**src/sv/mf2d_pkg.sv**
```systemverilog
package mf2d_pkg;

  localparam int MAX_WIDTH  = 1024;
  localparam int MAX_HEIGHT = 4096;
  localparam int MAX_RADIUS = 5;
  localparam int RING_ROWS  = 2 * MAX_RADIUS + 1;
  localparam int NUM_CH     = 3;

  localparam int X_W     = 10;
  localparam int Y_W     = 12;
  localparam int SLOT_W  = 4;
  localparam int ADDR_W  = SLOT_W + X_W;
  localparam int DEPTH   = RING_ROWS * MAX_WIDTH;
  localparam int PIX_W   = 24;
  localparam int CNT_W   = 7;

  localparam logic [1:0] REG_WIDTH  = 2'd0;
  localparam logic [1:0] REG_HEIGHT = 2'd1;
  localparam logic [1:0] REG_RADIUS = 2'd2;

  typedef struct packed {
    logic       init;
    logic       acc;
    logic       decide;
    logic [2:0] bit_idx;
  } sel_ctrl_t;

endpackage

```
**src/sv/mf2d_select.sv**
```systemverilog
module mf2d_select
  import mf2d_pkg::*;
(
  input  logic             clk,
  input  sel_ctrl_t        ctrl,
  input  logic [CNT_W-1:0] target,
  input  logic [PIX_W-1:0] sample,
  output logic [7:0]       median [NUM_CH]
);

  // One result bit per pass, MSB first: count samples that match the
  // prefix above the current bit and have a zero there.
  logic [7:0]       prefix [NUM_CH];
  logic [CNT_W-1:0] cnt    [NUM_CH];
  logic [CNT_W-1:0] rank   [NUM_CH];
  logic [8:0]       mask9;
  logic [7:0]       mask;

  assign mask9 = 9'h1FF << (4'({1'b0, ctrl.bit_idx}) + 4'd1);
  assign mask  = mask9[7:0];

  always_ff @(posedge clk) begin
    for (int c = 0; c < NUM_CH; c++) begin
      if (ctrl.init) begin
        prefix[c] <= 8'd0;
        cnt[c]    <= '0;
        rank[c]   <= target;
      end else if (ctrl.decide) begin
        cnt[c] <= '0;
        if (cnt[c] <= rank[c]) begin
          prefix[c][ctrl.bit_idx] <= 1'b1;
          rank[c] <= rank[c] - cnt[c];
        end
      end else if (ctrl.acc) begin
        if (((sample[8*c +: 8] & mask) == (prefix[c] & mask)) &&
            !sample[8*c + int'(ctrl.bit_idx)]) begin
          cnt[c] <= cnt[c] + 1'b1;
        end
      end
    end
  end

  always_comb begin
    for (int c = 0; c < NUM_CH; c++) begin
      median[c] = prefix[c];
    end
  end

endmodule

```
**config.mk**
```make
export PLATFORM = sky130hd
export DESIGN_NAME = mf2d_select
export DESIGN_NICKNAME = d
export VERILOG_FILES = /design/src/sv/mf2d_pkg.sv /design/src/sv/mf2d_select.sv
export SDC_FILE = /design/constraint.sdc
export NUM_CORES = 1
export LEC_CHECK = 0
export ABC_AREA = 1
export BUFFER_PORTS_ARGS = -buffer_cell sky130_fd_sc_hd__clkbuf_2
export CELL_PAD_IN_SITES_DETAIL_PLACEMENT = 0
export CELL_PAD_IN_SITES_GLOBAL_PLACEMENT = 1
export CORE_UTILIZATION = 43
export CTS_CLUSTER_SIZE = 12
export DETAILED_ROUTE_END_ITERATION = 10
export GPL_TIMING_DRIVEN = 0
export PLACE_DENSITY = 0.82
export SETUP_SLACK_MARGIN = 0.3
export SLEW_MARGIN = 20
export SYNTH_ARGS = -nofsm -noshare
export SYNTH_HDL_FRONTEND = slang
export SYNTH_SLANG_ARGS = --single-unit
```
**constraint.sdc**
```tcl
create_clock -name clk -period 2.9 [get_ports clk]
set_input_delay 0.58 -clock clk [delete_from_list [all_inputs] [get_ports clk]]
set_output_delay 0.58 -clock clk [all_outputs]
set_load 0.1 [all_outputs]
```
==> results of run 1 <==
==> critical path: cells and delay by family <==
kind | cells | cell delay (ps)
and+or+nand+nor | 6 | 850
buffers and inverters | 5 | 710
adders and majority gates | 1 | 270
==> Yosys cell counts, drive strengths merged (6+ instances only) <==
cell type,count
o21ai,36
xnor2,10
xor2,29
a21oi,12
dfxtp,8
inv,83
buf,16
nor3,6
edfxtp,58
nand3,40
nand4,25
nor2,70
nand2,175
ha,27
==> layer usage <==
metal  track usage [%]  wire length [µm]  vias to the layer above
li1                  -                 -                     2154
met1              31.3              5800                     1903
met2              36.5              5630                       99
met3              3.81               577                       12
met4              6.95               163                        0
met5                 0                 0                        -
==> stage by stage <==
stage	util, %	hold WS [ps]	setup slack [ps]	std cells	power [mW]
floorplan	-	590	641	614	1.90
global placement	48.5	507	142	815	2.11
detailed placement	48.5	519	105	815	2.13
CTS	50.3	483	406	831	2.91
global route	50.3	487	347	831	3.08
finish	50.3	493	530	831	2.89
==> cells by family (layout without fill, tap and decap cells) <==
kind of cell | Yosys count | count (layout)
DFF | 66 | 66
adders and majority gates | 30 | 30
AOI/OAI and AO/OA | 55 | 55
xor gates and xnor gates | 39 | 39
buffers and inverters | 100 | 177
and+or+nand+nor | 324 | 324
==> power groups by stage <==
stage	sequential, mW	combinational [mW]	clock, mW
after floorplan	1.31	0.598	0
final	1.19	0.925	0.776
after detailed placement	1.21	0.919	0
after global placement	1.21	0.902	0
after global routing	1.20	1.05	0.830
after CTS	1.19	0.927	0.791
==> state kept, by name, indices dropped and copies added (netlist names) <==
signal	flops
prefix	24
rank	21
cnt	21
==> layout make-up <==
type / count / area [µm²]
multi-input combinational: 448 / 2460
inverter: 83 / 312
timing repair buffer: 61 / 305
sequential: 66 / 1900
tap: 140 / 175
fill: 1089 / 5390
buffer: 17 / 109
clock buffer: 13 / 149
clock inverter: 3 / 40.0
==> path summary, 6_finish.rpt <==
path | end
worst max-delay path | cnt[0][2]
worst min-delay path | prefix[2][2]
worst max register to register | rank[1][6]
worst min register to register | prefix[2][5]
==> repair_timing <==
action / 4_1_cts / 5_1_grt
setup buffers: 0 / 0
gates resized for setup: 0 / 2
setup endpoints to repair: 0 / 14
==> run_results.csv, run 1 <==
group,metric,value,unit
status,outcome,"complete, no violations",
min_path,hold_path.class,"primary input to flop",
min_path,hold_depth,2,
grt,grt_util_all_layers,22.7,%
detailed_routing,drcViolationCount,0,
synthesis,synth-edff-count,58,
finish,final_common_cell,"nand2_1",
power,p_int,1.86,mW
clock_tree,worstSkewPairLatency,360,ps
min_path,hp-start,"ctrl[5]",
clock_tree,clk_pin_slew,70,ps
timing,setup_viol,0,
worst_setup_path,cp.required,2940,ps
floorplanning,pin_count,62,
floorplanning,die_area,11500,µm²
floorplanning,coreArea,10800,µm²
worst_setup_path,end_kind,"flop",
power,power_frac_seq,41.1,%
synthesis,synth_nets,682,
worst_setup_path,rr_startpoint,"cnt[1][2]",
synthesis,synth_xor_area_share,7.14,%
finish,stdcell_area,5450,µm²
grt,antenna_found_initial,0,
worst_setup_path,crit_arrival,2410,ps
power,ir_worst_vdd,0.283,mV
timing,skew,12.7,ps
detailed_routing,routedWlPerCell,14.6,µm
run,drv_cap,0,
worst_setup_path,critPathMaxFanout,10,
clock_tree,cts-htree-levels,3,
power,switching_share,35.7,%
grt,grt_max_degree,12,
place,postPlaceCellArea,5260,µm²
finish,layout.nets,754,
power,powerDensity,530,nW/µm²
synthesis,synthMuxAreaShare,0,%
synthesis,synth-compound-area-share,6.44,%
detailed_routing,drtIter0Drc,245,
synthesis,synthFlopType,"edfxtp_1",
finish,areaGrowthSynthToFinish,14.1,%
timing,rsz0062_at_grt,"no",
synthesis,netlist_area,4780,µm²
synthesis,post_synth_fa_ha_maj_area_fraction,8.32,%
timing,tightest_slew,785,ps
worst_setup_path,cp-startpoint,"ctrl[0]",
worst_setup_path,reg2reg_depth,6,
power,p_switching,1.03,mW
timing,setup_tns,0,ps
worst_setup_path,timing.critical_path.cells,"clkbuf_2 -> buf_4 -> inv_2 -> buf_2 -> ha_1 -> inv_1 -> nand2_1 -> nand2_1 -> nor2_1 -> nor2_1 -> nand3_2 -> nand2_1",
timing,hold_violations,0,
clock_tree,cts-buffers-inserted,9,
finish,drive_above_1_share,15.8,%
timing,drv_slew,0,
worst_setup_path,critPathSlowestCell,"nand2_1",
synthesis,syn_area_per_cell,7.79,µm²
floorplanning,die_y,107,µm
power,p_comb_share,32.0,%
synthesis,synth_top_cell_area_share,36.4,%
detailed_routing,wl,12200,µm
clock_tree,cts_sinks,66,
worst_setup_path,cpPeakStageDelay,310,ps
floorplanning,fp-row-count,38,
synthesis,synth_top_area_cell,"edfxtp_1",
grt,overflow,0,
timing,relSlewSlack,47.4,%
place,place_congestion,0.859,
synthesis,seq_area_frac_synth,39.8,%
worst_setup_path,crit_type,"primary input to flop",
detailed_routing,avgViaCountPerCell,5.02,
detailed_routing,vias,4168,
detailed_routing,dr.pass1.iters,5,
synthesis,synth.area.top_cells,"edfxtp_1 (36%), nand2_1 (14%), ha_1 (7.1%)",
worst_setup_path,start_kind,"primary input",
clock_tree,cts_root_buf,"clkbuf_8",
synthesis,synth_top_family_by_area,"simple AND/OR/NAND/NOR gates",
synthesis,yosys.area_share.simple,29.5,%
detailed_routing,antenna_left,0,
place,hpwl,9600,µm
synthesis,synth_seq_cells,66,
finish,mostFrequentLayoutCells,"nand2_1 (171), inv_1 (81), nor2_1 (68)",
finish,diodes,0,
floorplanning,die_width,107,µm
power,leakage,2.63,nW
synthesis,synth.distinct_cells,33,
floorplanning,start_util,44.1,%
timing,finalCritPeriodShare,81.7,%
timing,max_freq,422,MHz
synthesis,synth_cells,614,
grt,grt_pass1_wl,19800,µm
power,p_clk_share,26.9,%
synthesis,async_flop_share,0,%
timing,layout_min_cycle_time,2370,ps
clock_tree,cts_tree,"yes",
place,port_buffers,61,
clock_tree,ctsLongestPathBuffers,2,
worst_setup_path,crit_top_cell,"nand2_1",
synthesis,yosysWarningCount,0,
grt,grt_pass1_vias,3937,
clock_tree,hold_buffers,0,
worst_setup_path,reg2reg_slack,530,ps
Note: power is estimated with default switching activity, not from simulation.
==> inputs of run 2 (changes only) <==
--- a/config.mk
+++ b/config.mk
@@ -9,11 +9,11 @@
 export BUFFER_PORTS_ARGS = -buffer_cell sky130_fd_sc_hd__clkbuf_2
 export CELL_PAD_IN_SITES_DETAIL_PLACEMENT = 0
 export CELL_PAD_IN_SITES_GLOBAL_PLACEMENT = 1
-export CORE_UTILIZATION = 43
+export CORE_UTILIZATION = 39
 export CTS_CLUSTER_SIZE = 12
 export DETAILED_ROUTE_END_ITERATION = 10
 export GPL_TIMING_DRIVEN = 0
-export PLACE_DENSITY = 0.82
+export PLACE_DENSITY = 0.79
 export SETUP_SLACK_MARGIN = 0.3
 export SLEW_MARGIN = 20
 export SYNTH_ARGS = -nofsm -noshare
==> constraint.sdc (replaced) <==
create_clock -name clk -period 2.1 [get_ports clk]
set_input_delay 0.42 -clock clk [delete_from_list [all_inputs] [get_ports clk]]
set_output_delay 0.42 -clock clk [all_outputs]
set_load 0.1 [all_outputs]
==> run 2 against run 1 <==
Net effect: die area grew 10%; clock skew is 6.1 ps lower; sequential share of layout area shrank 6.6 points; combinational power grew 100%; clock power rose by 120%; sequential cell count is the same; count of clock-buffer cells in the layout is 2 lower; non-clock buffer count rose by 50; via count increased by 9.0%; global-route usage is 0.17 points higher; utilization is 6.3 points higher; register-to-register slack lost 400 ps.
==> run_results.csv, run 2 (synthesis results as in run 1) <==
group,metric,value,unit
clock_tree,cts_root_buf,"clkbuf_16",
grt,grt_max_degree,12,
timing,skew,6.64,ps
clock_tree,clk_pin_slew,60,ps
place,hpwl,10400,µm
finish,num-fill-cells,1080,
worst_setup_path,crit_type,"flop to flop",
timing,max_freq,507,MHz
worst_setup_path,critical_path.endpoint,"prefix[1][2]",
timing,worst_hold_slack,354,ps
detailed_routing,vias,4542,
worst_setup_path,end_kind,"flop",
power,leakage,3.07,nW
worst_setup_path,cp.required,2140,ps
worst_setup_path,reg2reg_depth,10,
timing,drv_slew,0,
clock_tree,cts_tree,"yes",
floorplanning,pin_count,62,
grt,overflow,0,
finish,layout.nets,804,
finish,final_common_cell,"nand2_1",
worst_setup_path,critPathMaxFanout,7,
clock_tree,cts-buffers-inserted,9,
min_path,hp-start,"ctrl[5]",
grt,antenna_found_initial,0,
detailed_routing,drtIter0Drc,303,
place,place_congestion,0.937,
timing,layout_min_cycle_time,1970,ps
clock_tree,ctsLongestPathBuffers,2,
timing,relSlewSlack,45.1,%
worst_setup_path,cpPeakStageDelay,420,ps
finish,areaGrowthSynthToFinish,41.5,%
detailed_routing,wl,14200,µm
grt,grt_pass1_wl,22500,µm
worst_setup_path,start_kind,"flop",
floorplanning,fp-row-count,40,
floorplanning,die_width,113,µm
min_path,hold_path.class,"primary input to flop",
clock_tree,cts-htree-levels,3,
timing,hold_violations,0,
worst_setup_path,reg2reg_slack,130,ps
clock_tree,hold_buffers,0,
finish,top_register,"prefix",
worst_setup_path,critPathSlowestCell,"edfxtp_1",
worst_setup_path,cp-startpoint,"rank[1][5]",
detailed_routing,drcViolationCount,0,
timing,finalCritPeriodShare,93.9,%
finish,drive_above_1_share,36.6,%
timing,tightest_slew,824,ps
status,outcome,"complete, no violations",
place,port_buffers,61,
detailed_routing,routedWlPerCell,16.0,µm
run,drv_cap,0,
worst_setup_path,crit_arrival,2010,ps
floorplanning,die_area,12700,µm²
worst_setup_path,regToRegEndpoint,"prefix[1][2]",
worst_setup_path,rr_startpoint,"rank[1][5]",
clock_tree,cts_sinks,66,
floorplanning,die_y,113,µm
detailed_routing,avgViaCountPerCell,5.11,
finish,largest_register_ffs,24,
timing,setup_tns,0,ps
finish,mostFrequentLayoutCells,"nand2_1 (144), inv_1 (67), nor2_1 (60), clkbuf_2 (60), edfxtp_1 (58)",
grt,grt_util_all_layers,22.9,%
clock_tree,worstSkewPairLatency,330,ps
detailed_routing,dr.pass1.iters,4,
power,powerDensity,776,nW/µm²
finish,reg_top3,"prefix x24, cnt x21, rank x21",
power,ir_worst_vdd,0.482,mV
grt,grt_pass1_vias,4521,
floorplanning,coreArea,12000,µm²
timing,setup_viol,0,
worst_setup_path,timing.critical_path.cells,"ha_4 -> nand2_1 -> inv_2 -> nand2_1 -> and2_1 -> and2_4 -> nand2_4 -> nand2_4 -> buf_6 -> o21ai_2",
floorplanning,start_util,40.0,%
detailed_routing,antenna_left,0,
timing,rsz0062_at_grt,"yes",
finish,diodes,0,
run 2: cell types whose count changed in the layout (fill, tap and decap cells not counted), moves of 16 or more:
cell	change
nand2_1	-27
nand2_2	+18
ha_4	+21
buf_4	+36
buf_6	+16
ha_1	-21
run 2: through the flow:
step / instance area (µm²) / instances / power (mW) / utilization [%] / setup WS [ps]
2_1_floorplan: 4990 / 614 / 2.72 / - / 109
3_3_place_gp: 5480 / 822 / 3.02 / 45.8 / -246
3_5_place_dp: 5480 / 822 / 3.04 / 45.8 / -257
4_1_cts: 6360 / 871 / 5.03 / 53.2 / 185
5_1_grt: 6770 / 888 / 5.51 / 56.6 / 79.8
6_report: 6770 / 888 / 5.25 / 56.6 / 128
run 2: area by class of cell:
cell class	instances	area, µm²	area share [%]
Clock buffer	11	233	3.44
Clock inverter	5	103	1.52
Timing Repair Buffer	111	747	11.0
Sequential cell	66	1910	28.3
Inverter	83	319	4.72
Tap cell	147	184	2.72
Multi-Input combinational cell	448	3110	45.9
Buffer	17	163	2.40
run 2: worst min path at each step:
stage,depth (start not counted),to
finish,2,prefix[2][3]
floorplan,1,prefix[2][2]
global placement,2,prefix[2][7]
CTS,2,prefix[2][3]
global route,2,prefix[2][2]
detailed placement,2,prefix[2][7]
run 2: worst max-delay path: cells and delay by family, from the launching register on:
family                   cells  cell delay, ps
AO/OA/AOI/OAI                1             110
adder cells (fa/ha/maj)      1             300
buffers and inverters        2             250
flip-flops                   1             420
AND/OR/NAND/NOR              6             590
run 2: per-layer routing:
layer  global-route usage, %  up-vias  wire length (µm)  share of wire [%]
met4                    7.82        0               232                1.6
met5                       0        -                 0                  0
li1                        -     2250                 -                  -
met1                    30.2     2166              6320                 45
met2                    39.0      110              7030                 50
met3                    2.79       16               593                4.2
run 2: repair_timing:
| item | in CTS | in global routing |
|---|---|---|
| buffers inserted | 32 | 16 |
| cloned | 1 | 1 |
| endpoints found under the setup margin | 106 | 117 |
| resized for setup | 67 | 71 |
| pin swaps | 26 | 30 |
| endpoints found under the hold margin | 0 | 0 |
run 2: power by group:
part	internal (mW)	switching [mW]	total, mW
registers	1.58	0.0964	1.67
logic	0.786	1.09	1.88
clock network	1.16	0.543	1.70
total	3.52	1.73	5.25
